### src/hdl/trzb_pkg.sv
// Shared types, codes and constants of the triangle rasterizer with depth buffer.
// Holds the gamma table builder used at elaboration. No dependencies.
`timescale 1ns / 1ps

package trzb_pkg;

  // Operation codes of an input transfer
  typedef enum logic [1:0] {
    FUNC_LOAD  = 2'd0,
    FUNC_READ  = 2'd1,
    FUNC_CLEAR = 2'd2,
    FUNC_NONE  = 2'd3
  } func_e;

  typedef enum logic [3:0] {
    S_CLEAR,
    S_IDLE,
    S_SETUP,
    S_PIX,
    S_MAC,
    S_DIV,
    S_ZTEST,
    S_GIDX,
    S_GROM,
    S_GPUT,
    S_WRITE,
    S_RD_ADDR,
    S_RD_MEM,
    S_RD_OUT
  } ctl_state_e;

  typedef enum logic [3:0] {
    OP_IDLE,
    OP_ACCEPT,
    OP_SETUP,
    OP_PIX,
    OP_MAC,
    OP_DIV,
    OP_ZTEST,
    OP_GIDX,
    OP_GROM,
    OP_GPUT,
    OP_WRITE,
    OP_CLEAR,
    OP_RD_ADDR,
    OP_RD_MEM
  } dp_op_e;

  typedef struct packed {
    dp_op_e     op;
    logic [3:0] step;
    logic [1:0] chan;
  } dp_cmd_t;

  typedef struct packed {
    logic covered;
    logic zpass;
    logic last;
    logic draw_ok;
    logic clr_last;
  } dp_status_t;

  localparam logic [1:0]  LAST_CORNER = 2'd2;
  localparam logic [3:0]  SETUP_LAST  = 4'd9;
  localparam logic [3:0]  MAC_LAST    = 4'd3;
  localparam logic [3:0]  DIV_LAST    = 4'd15;
  localparam logic [1:0]  CH_DEPTH    = 2'd0;
  localparam logic [1:0]  CH_RED      = 2'd1;
  localparam logic [1:0]  CH_GREEN    = 2'd2;
  localparam logic [1:0]  CH_BLUE     = 2'd3;
  localparam logic [15:0] FAR_DEPTH   = 16'hFFFF;

  // Gamma code of table entry idx out of m: largest k in 0..255 with
  // (2k-1)^11 * m^5 <= idx^5 * 510^11, found by binary search.
  function automatic logic [7:0] gamma_code(input int unsigned idx, input int unsigned m);
    logic [191:0] rhs;
    logic [191:0] lhs;
    logic [8:0]   k;
    logic [8:0]   t;
    rhs = 192'd1;
    k   = 9'd0;
    for (int j = 0; j < 5; j++) rhs = rhs * 192'(idx);
    for (int j = 0; j < 11; j++) rhs = rhs * 192'd510;
    for (int b = 7; b >= 0; b--) begin
      t   = k | (9'd1 << b);
      lhs = 192'd1;
      for (int j = 0; j < 11; j++) lhs = lhs * 192'(2 * t - 9'd1);
      for (int j = 0; j < 5; j++) lhs = lhs * 192'(m);
      if (lhs <= rhs) k = t;
    end
    return k[7:0];
  endfunction

endpackage

### src/hdl/trzb_ctrl.sv
// Sequencer of the rasterizer: state machine, step and channel counters.
// Depends on trzb_pkg; drives trzb_datapath through dp_cmd_t.
`timescale 1ns / 1ps

module trzb_ctrl import trzb_pkg::*; (
  input  logic       clk_i,
  input  logic       rst_ni,
  input  logic       start,
  input  logic [1:0] func_i,
  input  logic [1:0] corner_i,
  input  dp_status_t status_i,
  output dp_cmd_t    cmd_o,
  output logic       busy,
  output logic       result_valid_o
);

  ctl_state_e state_q, state_d;
  logic [3:0] cnt_q, cnt_d;
  logic [1:0] ch_q, ch_d;

  always_ff @(posedge clk_i or negedge rst_ni) begin
    if (!rst_ni) begin
      state_q <= S_CLEAR;
      cnt_q   <= '0;
      ch_q    <= CH_DEPTH;
    end else begin
      state_q <= state_d;
      cnt_q   <= cnt_d;
      ch_q    <= ch_d;
    end
  end

  always_comb begin
    state_d = state_q;
    cnt_d   = '0;
    ch_d    = ch_q;
    unique case (state_q)
      S_CLEAR: if (status_i.clr_last) state_d = S_IDLE;
      S_IDLE: begin
        if (start) begin
          unique case (func_i)
            FUNC_LOAD:  if (corner_i == LAST_CORNER) state_d = S_SETUP;
            FUNC_READ:  state_d = S_RD_ADDR;
            FUNC_CLEAR: state_d = S_CLEAR;
            default:    state_d = S_IDLE;
          endcase
        end
      end
      S_SETUP: begin
        if (cnt_q != SETUP_LAST) begin
          cnt_d = cnt_q + 4'd1;
        end else begin
          state_d = status_i.draw_ok ? S_PIX : S_IDLE;
        end
      end
      S_PIX: begin
        if (status_i.covered) begin
          state_d = S_MAC;
          ch_d    = CH_DEPTH;
        end else if (status_i.last) begin
          state_d = S_IDLE;
        end
      end
      S_MAC: begin
        if (cnt_q == MAC_LAST) state_d = S_DIV;
        else cnt_d = cnt_q + 4'd1;
      end
      S_DIV: begin
        if (cnt_q == DIV_LAST) state_d = (ch_q == CH_DEPTH) ? S_ZTEST : S_GIDX;
        else cnt_d = cnt_q + 4'd1;
      end
      S_ZTEST: begin
        if (status_i.zpass) begin
          state_d = S_MAC;
          ch_d    = CH_RED;
        end else begin
          state_d = status_i.last ? S_IDLE : S_PIX;
        end
      end
      S_GIDX: state_d = S_GROM;
      S_GROM: state_d = S_GPUT;
      S_GPUT: begin
        if (ch_q == CH_BLUE) begin
          state_d = S_WRITE;
        end else begin
          state_d = S_MAC;
          ch_d    = ch_q + 2'd1;
        end
      end
      S_WRITE:   state_d = status_i.last ? S_IDLE : S_PIX;
      S_RD_ADDR: state_d = S_RD_MEM;
      S_RD_MEM:  state_d = S_RD_OUT;
      S_RD_OUT:  state_d = S_IDLE;
      default:   state_d = S_IDLE;
    endcase
  end

  always_comb begin
    cmd_o.step = cnt_q;
    cmd_o.chan = ch_q;
    unique case (state_q)
      S_CLEAR:   cmd_o.op = OP_CLEAR;
      S_IDLE:    cmd_o.op = start ? OP_ACCEPT : OP_IDLE;
      S_SETUP:   cmd_o.op = OP_SETUP;
      S_PIX:     cmd_o.op = OP_PIX;
      S_MAC:     cmd_o.op = OP_MAC;
      S_DIV:     cmd_o.op = OP_DIV;
      S_ZTEST:   cmd_o.op = OP_ZTEST;
      S_GIDX:    cmd_o.op = OP_GIDX;
      S_GROM:    cmd_o.op = OP_GROM;
      S_GPUT:    cmd_o.op = OP_GPUT;
      S_WRITE:   cmd_o.op = OP_WRITE;
      S_RD_ADDR: cmd_o.op = OP_RD_ADDR;
      S_RD_MEM:  cmd_o.op = OP_RD_MEM;
      default:   cmd_o.op = OP_IDLE;
    endcase
  end

  assign busy           = (state_q != S_IDLE);
  assign result_valid_o = (state_q == S_RD_OUT);

endmodule

### config.mk
export PLATFORM = sky130hd
export DESIGN_NAME = trzb_ctrl
export DESIGN_NICKNAME = d
export VERILOG_FILES = /design/src/hdl/trzb_pkg.sv /design/src/hdl/trzb_ctrl.sv
export SDC_FILE = /design/constraint.sdc
export NUM_CORES = 1
export LEC_CHECK = 0
export ABC_AREA = 1
export BUFFER_PORTS_ARGS = -buffer_cell sky130_fd_sc_hd__buf_2
export CORE_MARGIN = 3
export CORE_UTILIZATION = 45
export CTS_CLUSTER_DIAMETER = 120
export DETAILED_ROUTE_END_ITERATION = 8
export GPL_TIMING_DRIVEN = 0
export MAX_ROUTING_LAYER = met4
export PLACE_DENSITY = 0.72
export REMOVE_ABC_BUFFERS = 1
export SYNTH_ARGS = -nofsm -noshare
export SYNTH_HDL_FRONTEND = slang
export SYNTH_SLANG_ARGS = --single-unit
### constraint.sdc
create_clock -name clk_i -period 1.37 [get_ports clk_i]
set_clock_uncertainty 0.05 [all_clocks]
set_input_delay 0.274 -clock clk_i [delete_from_list [all_inputs] [get_ports clk_i]]
set_output_delay 0.274 -clock clk_i [all_outputs]
set_load 0.01 [all_outputs]
### Word-level counts from Yosys, hierarchy flattened

Index checks and enable logic that the tools add are counted.

| storage, ports and cells | value |
|---|---|
| word-level logic and storage cells | 67 |
| memory bits (read-only) | 0 |
| bits in writable memories | 0 |
| bits of input ports | 12 |
| register bits | 10 |
| memories kept | 0 |
| latch bits | 0 |
| output and inout port bits | 12 |

| cells by class | value |
|---|---|
| add/sub/neg operators | 2 |
| div/mod/pow operators | 0 |
| multipliers | 0 |
| bitwise operators | 0 |
| magnitude comparators | 0 |
| reduce and logical (&&, ||, !) cells | 6 |
| eq/ne operators | 31 |
| multiplexer cells | 25 |
| shift operators | 0 |

Operators with widths:

| operator | count |
|---|---|
| 4-bit one-hot mux with 13 select lines | 2 |
| 4-bit two-way mux | 12 |
| 4-bit == test, second input constant | 7 |
| 4-bit one-hot mux with 3 select lines | 2 |
| 4-bit by 3-bit == test with 1-bit output, second input constant | 4 |
| 2-bit != test, second input constant | 8 |
| 4-bit by 2-bit == test with 1-bit output, second input constant | 3 |
| 2-bit two-way mux | 5 |
| 7-bit AND reduction | 1 |
| 2-bit == test, second input constant | 3 |
| 3-bit != test, second input constant | 2 |
| 2-bit one-hot mux with 3 select lines | 1 |
| 4-bit by 1-bit adder with 4-bit output, second input constant | 1 |
| 4-bit by 1-bit == test with 1-bit output, second input constant | 1 |
| 2-bit zero test | 2 |
| 4-bit zero test | 1 |
| 4-bit by 1-bit != test with 1-bit output, second input constant | 1 |
| 4-bit != test, second input constant | 1 |
| 4-bit AND reduction | 1 |
| 3-bit two-way mux | 1 |
| 3-bit nonzero test | 1 |
| 2-bit by 1-bit adder with 2-bit output, second input constant | 1 |
| 2-bit by 1-bit == test with 1-bit output, second input constant | 1 |
| 1-bit two-way mux | 2 |

### Depth between registers and ports, before layout

Gate-level depths: netlist of the first run.

| depth | value |
|---|---|
| word-level depth | 5 |
| gate-level depth with buffers | 9 |
| gate-level depth less buffers | 9 |

### Worst setup path before layout of the first run

No wires, ideal clock.

| path | value |
|---|---|
| path type | register to output |
| start | register state_q[2] |
| end | output port cmd_o[6] in the netlist's numbering |
| slack | 0.055 ns |
| buffers on the path | 0 |
| cell stages (with the launch flop) | 7 |
| required time | 1.046 ns |
| arrival time | 0.991 ns |
| cells stage by stage | dfrtp_1 > inv_2 > nor2_4 > inv_2 > nor2_1 > inv_1 > nand4_1 |

RTL lines:

| item | line | source |
|---|---|---|
| from (decl) | trzb_ctrl.sv:17 | `ctl_state_e state_q, state_d;` |
| from (signal assigned) | trzb_ctrl.sv:27 | `state_q <= state_d;` |
| to (decl) | trzb_ctrl.sv:12 | `output dp_cmd_t cmd_o,` |

==> flow_metrics.tcl, run 1 <==
set metrics [dict create \
    yosysWarnings 0 \
    antennaDiodeCount 0 \
    io_pins 24 \
    grt_pass1_vias 1147 \
    leakage_nw 0.779 \
    holdWs_ns 0.326 \
    fill_cells 131 \
    rows 15 \
    synth.most_common_cell "nand2_1" \
    finalPower_mw 3.47 \
    cap_violations 0 \
    synth-edff-count 0 \
    highest_layer "met4" \
    grt_pass1_wl_um 5240 \
    end_kind "output port" \
    violations "negative setup slack" \
    via_per_inst 5.54 \
    min_path_type "input pin to flop" \
    seqCellArea_um2 256 \
    crit_arrival_ns 1.44 \
    postPlaceCellArea_mm2 0.00108 \
    avgSynthCellArea_um2 6.38 \
    synth_area_leader_cell "dfrtp_1" \
    wl_per_cell_um 16.9 \
    synth.cell_area_um2 932 \
    gp_congestion 0.960 \
    final_area_mm2 0.00145 \
    drtPass1Iterations 5 \
    cts.sinks 10 \
    setup-violations-final 16 \
    peakVddDrop_mv 1.42 \
    gr-total-overflow 0 \
    syn_inst 146 \
    slew_violations 0 \
    layout_setup_ws_ns -0.396 \
    worstPathMaxFanout 6 \
    path_cells "nor2_4, buf_4, nand2_2, nand4_1, buf_2" \
    dp_hpwl_um 1980 \
    fmax_ghz 0.566 \
    grt_max_degree 11 \
    critPathMaxStageDelay_ns 0.47 \
    relSlewSlack 0.781 \
    power_density_mw_per_mm2 2400 \
    multi_input_area_um2 712 \
    cts_root_buf "clkbuf_4" \
    wl_met3_um 343 \
    cts_buffers 3 \
    track_usage 0.266 \
    die_h_um 51.5 \
    clk_pin_slew_worst_paths_ns 0.06 \
    synth_ff_type "dfrtp_1" \
    period_needed_ns 1.77 \
    portBuffers 23 \
    hold_viol 0 \
    drive_above_1_share 0.482 \
    rsz0062_at_grt "true" \
    fin_nets 212 \
    drtIter0Drc 79 \
    worstSkewPairLatency_ns 0.27 \
    synth.area.top_cells "dfrtp_1, nand2_1, nand3_1, nor2_1, inv_1" \
    outcome "complete, but fails checks" \
    drc 0 \
    tightestPinTransition_ns 0.328 \
    synthArstFlopShare 1.00 \
    synth_seq_cells 10 \
    area_delta_synth_final_pct 55.0 \
    post-route-period-util 1.29 \
    start_kind "flop" \
    ys_seq_area_frac 0.268 \
    required_ns 1.05 \
    ys_top_cells_by_count "nand2_1, nor2_1, inv_1" \
    slowest_stage "dfrtp_2" \
    wirelength_um 3730 \
    path_class "flop to output port" \
    die_w_um 51.5 \
    vias 1218 \
    die-area_mm2 0.00265 \
    start_util 0.507 \
    wl_met1_um 1420 \
    cts_buffer_depth 2 \
    yosysUniqueCellTypes 22 \
    cts.htree.levels 1 \
    grt_antenna_before_repair 0 \
    cts_tree "built" \
    wl_met2_um 1790 \
    yosys.area.top_type_share 0.268 \
    core_area_mm2 0.00184 \
    ant_nets 0 \
]
## cell type report
cell class | instances | share of cell area
multi-input cells | 113 | 0.493
flip-flops and latches | 10 | 0.177
clock buffers | 4 | 0.0251
inverters | 23 | 0.0649
well taps | 25 | 0.0216
repair buffers | 45 | 0.218
## per-layer routing
layer  vias up  global-route usage
met4         0              0.0786
met2        80               0.451
met5         -                   -
met3        28              0.0888
li1        562                   -
met1       548               0.298
## kinds of logic (layout without fill, tap and decap cells)
logic type / after synthesis / in the layout / share of synthesized area
simple gates: 98 / 98 / 0.507
buf+inv: 23 / 72 / 0.0926
flops: 10 / 10 / 0.268
fa+ha+maj: 4 / 4 / 0.0537
compound gates: 10 / 10 / 0.0685
xor+xnor: 1 / 1 / 0.00940
## what timing repair did
| action | 4_1_cts | 5_1_grt |
|---|---|---|
| pin swaps | 9 | 6 |
| buffers inserted | 16 | 5 |
| resized for setup | 16 | 33 |
| endpoints found under the setup margin | 15 | 16 |
| hold buffers | 1 | 0 |
| endpoints found under the hold margin | 10 | 0 |
## cells in the final DEF (no fill, tap or decap), types with 2 or more instances in the layout
master,count
nand2_1,36
buf_2,22
inv_1,16
o211ai_1,2
nor2_1,13
nand2_2,7
clkbuf_4,3
nor2_2,6
dfrtp_2,5
nor2_4,9
nand4_1,2
buf_4,14
nand3_4,3
o21ai_0,2
buf_6,8
inv_2,5
ha_1,3
nand3_2,4
nand2_4,2
nand3_1,13
dfrtp_1,5
nand3b_1,2
o21ai_1,3
## power by group
group / internal (mW) / total, mW / switching (mW)
Clock: 0.162 / 0.266 / 0.104
Combinational: 1.10 / 2.60 / 1.50
Sequential: 0.412 / 0.596 / 0.184
Total: 1.67 / 3.47 / 1.79
## state kept, by name, indices dropped and copies added, names as in the netlist
register / count
cnt_q: 4
ch_q: 2
state_q: 4
## worst paths after layout
check                      depth (start not counted)         from  slack, ns    endpoint
max in group asynchronous                          2       rst_ni       0.71    cnt_q[0]
hold reg to reg                                    2      ch_q[1]       0.48     ch_q[1]
setup / recovery                                   5   state_q[3]      -0.40    cmd_o[6]
hold / removal                                     6  status_i[2]       0.33  state_q[1]
setup reg to reg                                  10   state_q[3]      -0.23  state_q[1]
min in group asynchronous                          2       rst_ni       0.36    cnt_q[2]
## stage by stage
| stage | instances | setup TNS, ns | util | worst slack [ns] |
|---|---|---|---|---|
| 5_1_grt | 220 | -3.87 | 0.786 | -0.420 |
| 3_3_place_gp | 194 | -0.869 | 0.586 | -0.158 |
| 4_1_cts | 215 | -2.02 | 0.705 | -0.331 |
| 6_report | 220 | -3.05 | 0.786 | -0.396 |
| 2_1_floorplan | 146 | 0 | - | 0.0552 |
| 3_5_place_dp | 194 | -1.25 | 0.586 | -0.188 |
## critical path: cells and delay by family (launching register included)
kind	cells	cell delay, ns
AND/OR/NAND/NOR	3	0.42
buffers and inverters	2	0.29
flip-flops	1	0.47
(Power assumes the default switching activity.)
==> run 2, diff against run 1 <==
--- a/config.mk
+++ b/config.mk
@@ -5,7 +5,6 @@
 export SDC_FILE = /design/constraint.sdc
 export NUM_CORES = 1
 export LEC_CHECK = 0
-export ABC_AREA = 1
 export BUFFER_PORTS_ARGS = -buffer_cell sky130_fd_sc_hd__buf_2
 export CORE_MARGIN = 3
 export CORE_UTILIZATION = 45
@@ -13,7 +12,7 @@
 export DETAILED_ROUTE_END_ITERATION = 8
 export GPL_TIMING_DRIVEN = 0
 export MAX_ROUTING_LAYER = met4
-export PLACE_DENSITY = 0.72
+export PLACE_DENSITY = 0.73
 export REMOVE_ABC_BUFFERS = 1
 export SYNTH_ARGS = -nofsm -noshare
 export SYNTH_HDL_FRONTEND = slang
==> run 2 against run 1 <==
Against the previous run:
- the run now fails in 5_1_grt
- synthesized cell count down 32%
- synthesized area is 10% lower
==> flow_metrics.tcl, run 2 <==
set metrics [dict create \
    synthArstFlopShare 1.00 \
    die_w_um 49.1 \
    synth.most_common_cell "nor2_1" \
    crit_endpoint "state_q[0]$_DFFE_PN0P_/D" \
    outcome "aborted with a tool error" \
    synth_compound_area_frac 0.254 \
    endpoint_type "register input" \
    portBuffers 23 \
    avgSynthCellArea_um2 8.36 \
    grt_max_degree 12 \
    syn_inst 100 \
    synth_xor_area_frac 0.0210 \
    toolErrorMsg "[ERROR DPL-0033] detailed placement checks failed during check placement." \
    synth_mux_area_frac 0.0180 \
    synth_area_leader_cell "dfrtp_1" \
    io_pins 24 \
    synth_top_family_by_area "simple AND/OR/NAND/NOR gates" \
    synth.cell_area_um2 836 \
    rows 14 \
    ys_top_cells_by_count "nor2_1, dfrtp_1, inv_1" \
    yosys.area.top_type_share 0.299 \
    grt_antenna_before_repair 0 \
    die_h_um 49.1 \
    place_inst 141 \
    synthAdderAreaFrac 0.0599 \
    cts_buffers 3 \
    yosysWarnings 0 \
    synth_seq_cells 10 \
    yosysUniqueCellTypes 46 \
    cts_root_buf "clkbuf_4" \
    synth_simple_gate_area_frac 0.286 \
    synth.area.top_cells "dfrtp_1, ha_1, nor2_1, nor2b_1, nor3b_1" \
    cts_buffer_depth 2 \
    cts.sinks 10 \
    cts.htree.levels 1 \
    gp_congestion 0.908 \
    start_util 0.513 \
    synth-edff-count 0 \
    ys_seq_area_frac 0.299 \
    synth_ff_type "dfrtp_1" \
    dp_hpwl_um 1460 \
    haltStage "5_1_grt" \
]
-- run 2: cell count changes after synthesis, sizes merged, moves of 4 or more --
cell	before	now
nand3	20	2
nor2	28	12
nor2b	0	4
inv	23	6
nor3	0	4
nand2	45	4
-- run 2: cells by family after synthesis --
kind of cell / count (synthesis)
DFF: 10
AOI/OAI and AO/OA: 28
buffers and inverters: 13
xor gates and xnor gates: 2
muxes: 1
and+or+nand+nor: 42
adders and majority gates: 4
-- run 2: repair_timing --
| action | in CTS |
|---|---|
| buffers inserted | 32 |
| endpoints found under the setup margin | 16 |
| hold buffers | 1 |
| resized for setup | 43 |
| pin swaps | 12 |
| hold endpoints to repair | 10 |
-- run 2: per-stage QoR --
stage	setup slack [ns]	hold WS (ns)	util	TNS (ns)	instance area [µm²]
floorplan	-0.663	-0.0716	-	-3.05	811
global placement	-0.828	0.0893	0.587	-5.96	956
detailed placement	-0.824	0.0931	0.587	-6.03	956
CTS	-0.487	0.284	0.867	-4.34	1410
==> run 3, diff against run 2 <==
--- a/config.mk
+++ b/config.mk
@@ -6,13 +6,11 @@
 export NUM_CORES = 1
 export LEC_CHECK = 0
 export BUFFER_PORTS_ARGS = -buffer_cell sky130_fd_sc_hd__buf_2
-export CORE_MARGIN = 3
-export CORE_UTILIZATION = 45
-export CTS_CLUSTER_DIAMETER = 120
+export CORE_AREA = 3 3 64 66
 export DETAILED_ROUTE_END_ITERATION = 8
+export DIE_AREA = 0 0 67 69
 export GPL_TIMING_DRIVEN = 0
-export MAX_ROUTING_LAYER = met4
-export PLACE_DENSITY = 0.73
+export PLACE_DENSITY_LB_ADDON = 0.15
 export REMOVE_ABC_BUFFERS = 1
 export SYNTH_ARGS = -nofsm -noshare
 export SYNTH_HDL_FRONTEND = slang
==> constraint.sdc (replaced) <==
create_clock -name clk_i -period 1.8 [get_ports clk_i]
set_clock_uncertainty 0.05 [all_clocks]
set_input_delay 0.36 -clock clk_i [delete_from_list [all_inputs] [get_ports clk_i]]
set_output_delay 0.36 -clock clk_i [all_outputs]
set_load 0.01 [all_outputs]
==> run 3 against run 2 <==
Against the previous run:
- the flow now finishes, with violations (negative setup slack)
- synthesized cell count stayed put
- synthesized area stayed put
==> flow_metrics.tcl, run 3 <==
set metrics [dict create \
    outcome "complete, but fails checks" \
    violations "negative setup slack" \
    slowest_stage "or4b_4" \
    ys_seq_area_frac 0.299 \
    syn_inst 100 \
    finalPower_mw 2.20 \
    wirelength_um 2670 \
    cts.htree.levels 1 \
    synth-edff-count 0 \
    holdWs_ns 0.423 \
    area_delta_synth_final_pct 59.3 \
    synth_ff_type "dfrtp_1" \
    synth.cell_area_um2 836 \
    reg_top3 "cnt_q: 4 flops, state_q: 4 flops, ch_q: 2 flops" \
    clk_pin_slew_worst_paths_ns 0.05 \
    required_ns 1.87 \
    rows 22 \
    relSlewSlack 0.788 \
    tightestPinTransition_ns 0.317 \
    drive_above_1_share 0.473 \
    grt_max_degree 12 \
    slew_violations 0 \
    wl_per_cell_um 13.8 \
    layout_setup_ws_ns -0.0654 \
    post-route-period-util 1.04 \
    hold_viol 0 \
    synth_area_leader_cell "dfrtp_1" \
    synthArstFlopShare 1.00 \
    path_class "flop to flop" \
    cp.buffers_inverters 0 \
    place_inst 165 \
    grt_antenna_before_repair 0 \
    end_kind "flop" \
    synth.most_common_cell "nor2_1" \
    gr-total-overflow 0 \
    drc 0 \
    die_w_um 67 \
    peakVddDrop_mv 0.488 \
    worstRegToRegCells 5 \
    utilization 0.366 \
    start_kind "flop" \
    core_area_mm2 0.00363 \
    min_path_type "input pin to flop" \
    drtIter0Drc 65 \
    path_cells "ha_2, or4b_4, a41oi_4, and2b_4, mux2_4" \
    ant_nets 0 \
    start_util 0.230 \
    cts_buffer_depth 2 \
    worstSkewPairLatency_ns 0.23 \
    die_h_um 69 \
    fin_nets 163 \
    crit_arrival_ns 1.93 \
    dp_hpwl_um 1760 \
    crit_cells 5 \
    hold_start "func_i[1]" \
    final_cell_mix "buf_2, buf_4, nor2_1" \
    yosysWarnings 0 \
    grt_pass1_vias 971 \
    cts.sinks 10 \
    r2r-start "cnt_q[1]" \
    die-area_mm2 0.00462 \
    synth_seq_cells 10 \
    cap_violations 0 \
    antennaDiodeCount 0 \
    final_common_cell "buf_2" \
    critPathMaxStageDelay_ns 0.48 \
    worstPathMaxFanout 4 \
    stdcell_count 194 \
    critPathTopFamily "simple AND/OR/NAND/NOR gates" \
    track_usage 0.123 \
    leakage_nw 0.609 \
    ys_top_cells_by_count "nor2_1, dfrtp_1, inv_1" \
    power_density_mw_per_mm2 1650 \
    yosys.area.top_type_share 0.299 \
    io_pins 24 \
    setup-violations-final 3 \
    cp-startpoint "cnt_q[1]" \
    hold_path_depth 3 \
    cts_buffers 3 \
    via_per_inst 4.94 \
    rsz0062_at_grt "true" \
    vias 959 \
    cts_tree "built" \
    gp_congestion 0.748 \
    yosysUniqueCellTypes 46 \
    cts_root_buf "clkbuf_8" \
    avgSynthCellArea_um2 8.36 \
    period_needed_ns 1.87 \
    drtPass1Iterations 4 \
    portBuffers 23 \
    synth.area.top_cells "dfrtp_1, ha_1, nor2_1, nor2b_1, nor3b_1" \
    grt_pass1_wl_um 4570 \
    fmax_ghz 0.536 \
]
[run 3: cell counts after synthesis]
No cell type changed its count.
[run 3: kinds of logic (layout without fill, tap and decap cells)]
| logic type | count (synthesis) | after routing | share of synthesized area |
|---|---|---|---|
| simple gates | 42 | 42 | 0.286 |
| compound gates | 28 | 28 | 0.254 |
| buf+inv | 13 | 59 | 0.0614 |
| flops | 10 | 10 | 0.299 |
| fa+ha+maj | 4 | 4 | 0.0599 |
| xor+xnor | 2 | 2 | 0.0210 |
| mux | 1 | 1 | 0.0180 |
[run 3: where the power goes]
group	leakage [nW]	switching [mW]	internal (mW)
clock network	0.0288	0.0843	0.192
logic	0.455	0.702	0.791
registers	0.125	0.116	0.312
total	0.609	0.903	1.29
[run 3: tightest hold or removal path, stage by stage]
cell and delay [ns]:
buf_2 0.10, a221oi_1 0.08, o2bb2ai_1 0.13
[run 3: per-layer routing]
metal  up-vias  routed length, µm  track usage
met5         -                  0            0
met4         0                 20       0.0270
met3         2                137       0.0212
met2        30               1290        0.204
met1       465               1230        0.164
li1        462                  -            -
[run 3: final timing paths]
path	endpoint	slack (ns)
max	state_q[0]	-0.07
min	state_q[1]	0.42
max reg2reg	state_q[0]	-0.07
min reg2reg	cnt_q[0]	0.51
max in group asynchronous	state_q[0]	1.01
min in group asynchronous	cnt_q[3]	0.47
[run 3: cell type report]
class	count	area (µm²)
well taps	48	60.1
repair buffers	48	337
flip-flops and latches	10	258
inverters	7	30.0
clock buffers	4	55.1
multi-input cells	77	592
fillers	395	2300
[run 3: stage by stage]
stage	TNS (ns)	area, µm²	setup WS [ns]
finish	-0.130	1330	-0.0654
global route	-0.381	1330	-0.118
CTS	-0.0990	1280	-0.0476
detailed placement	-1.24	986	-0.465
global placement	-1.26	986	-0.468
floorplan	-0.254	811	-0.233
[run 3: timing repair]
item                                    4_1_cts  5_1_grt
pin swaps                                     5        4
endpoints found under the setup margin       13        7
hold endpoints to repair                     10        0
resized for setup                            20        6
hold buffers                                  1        0
buffers inserted                             21        3
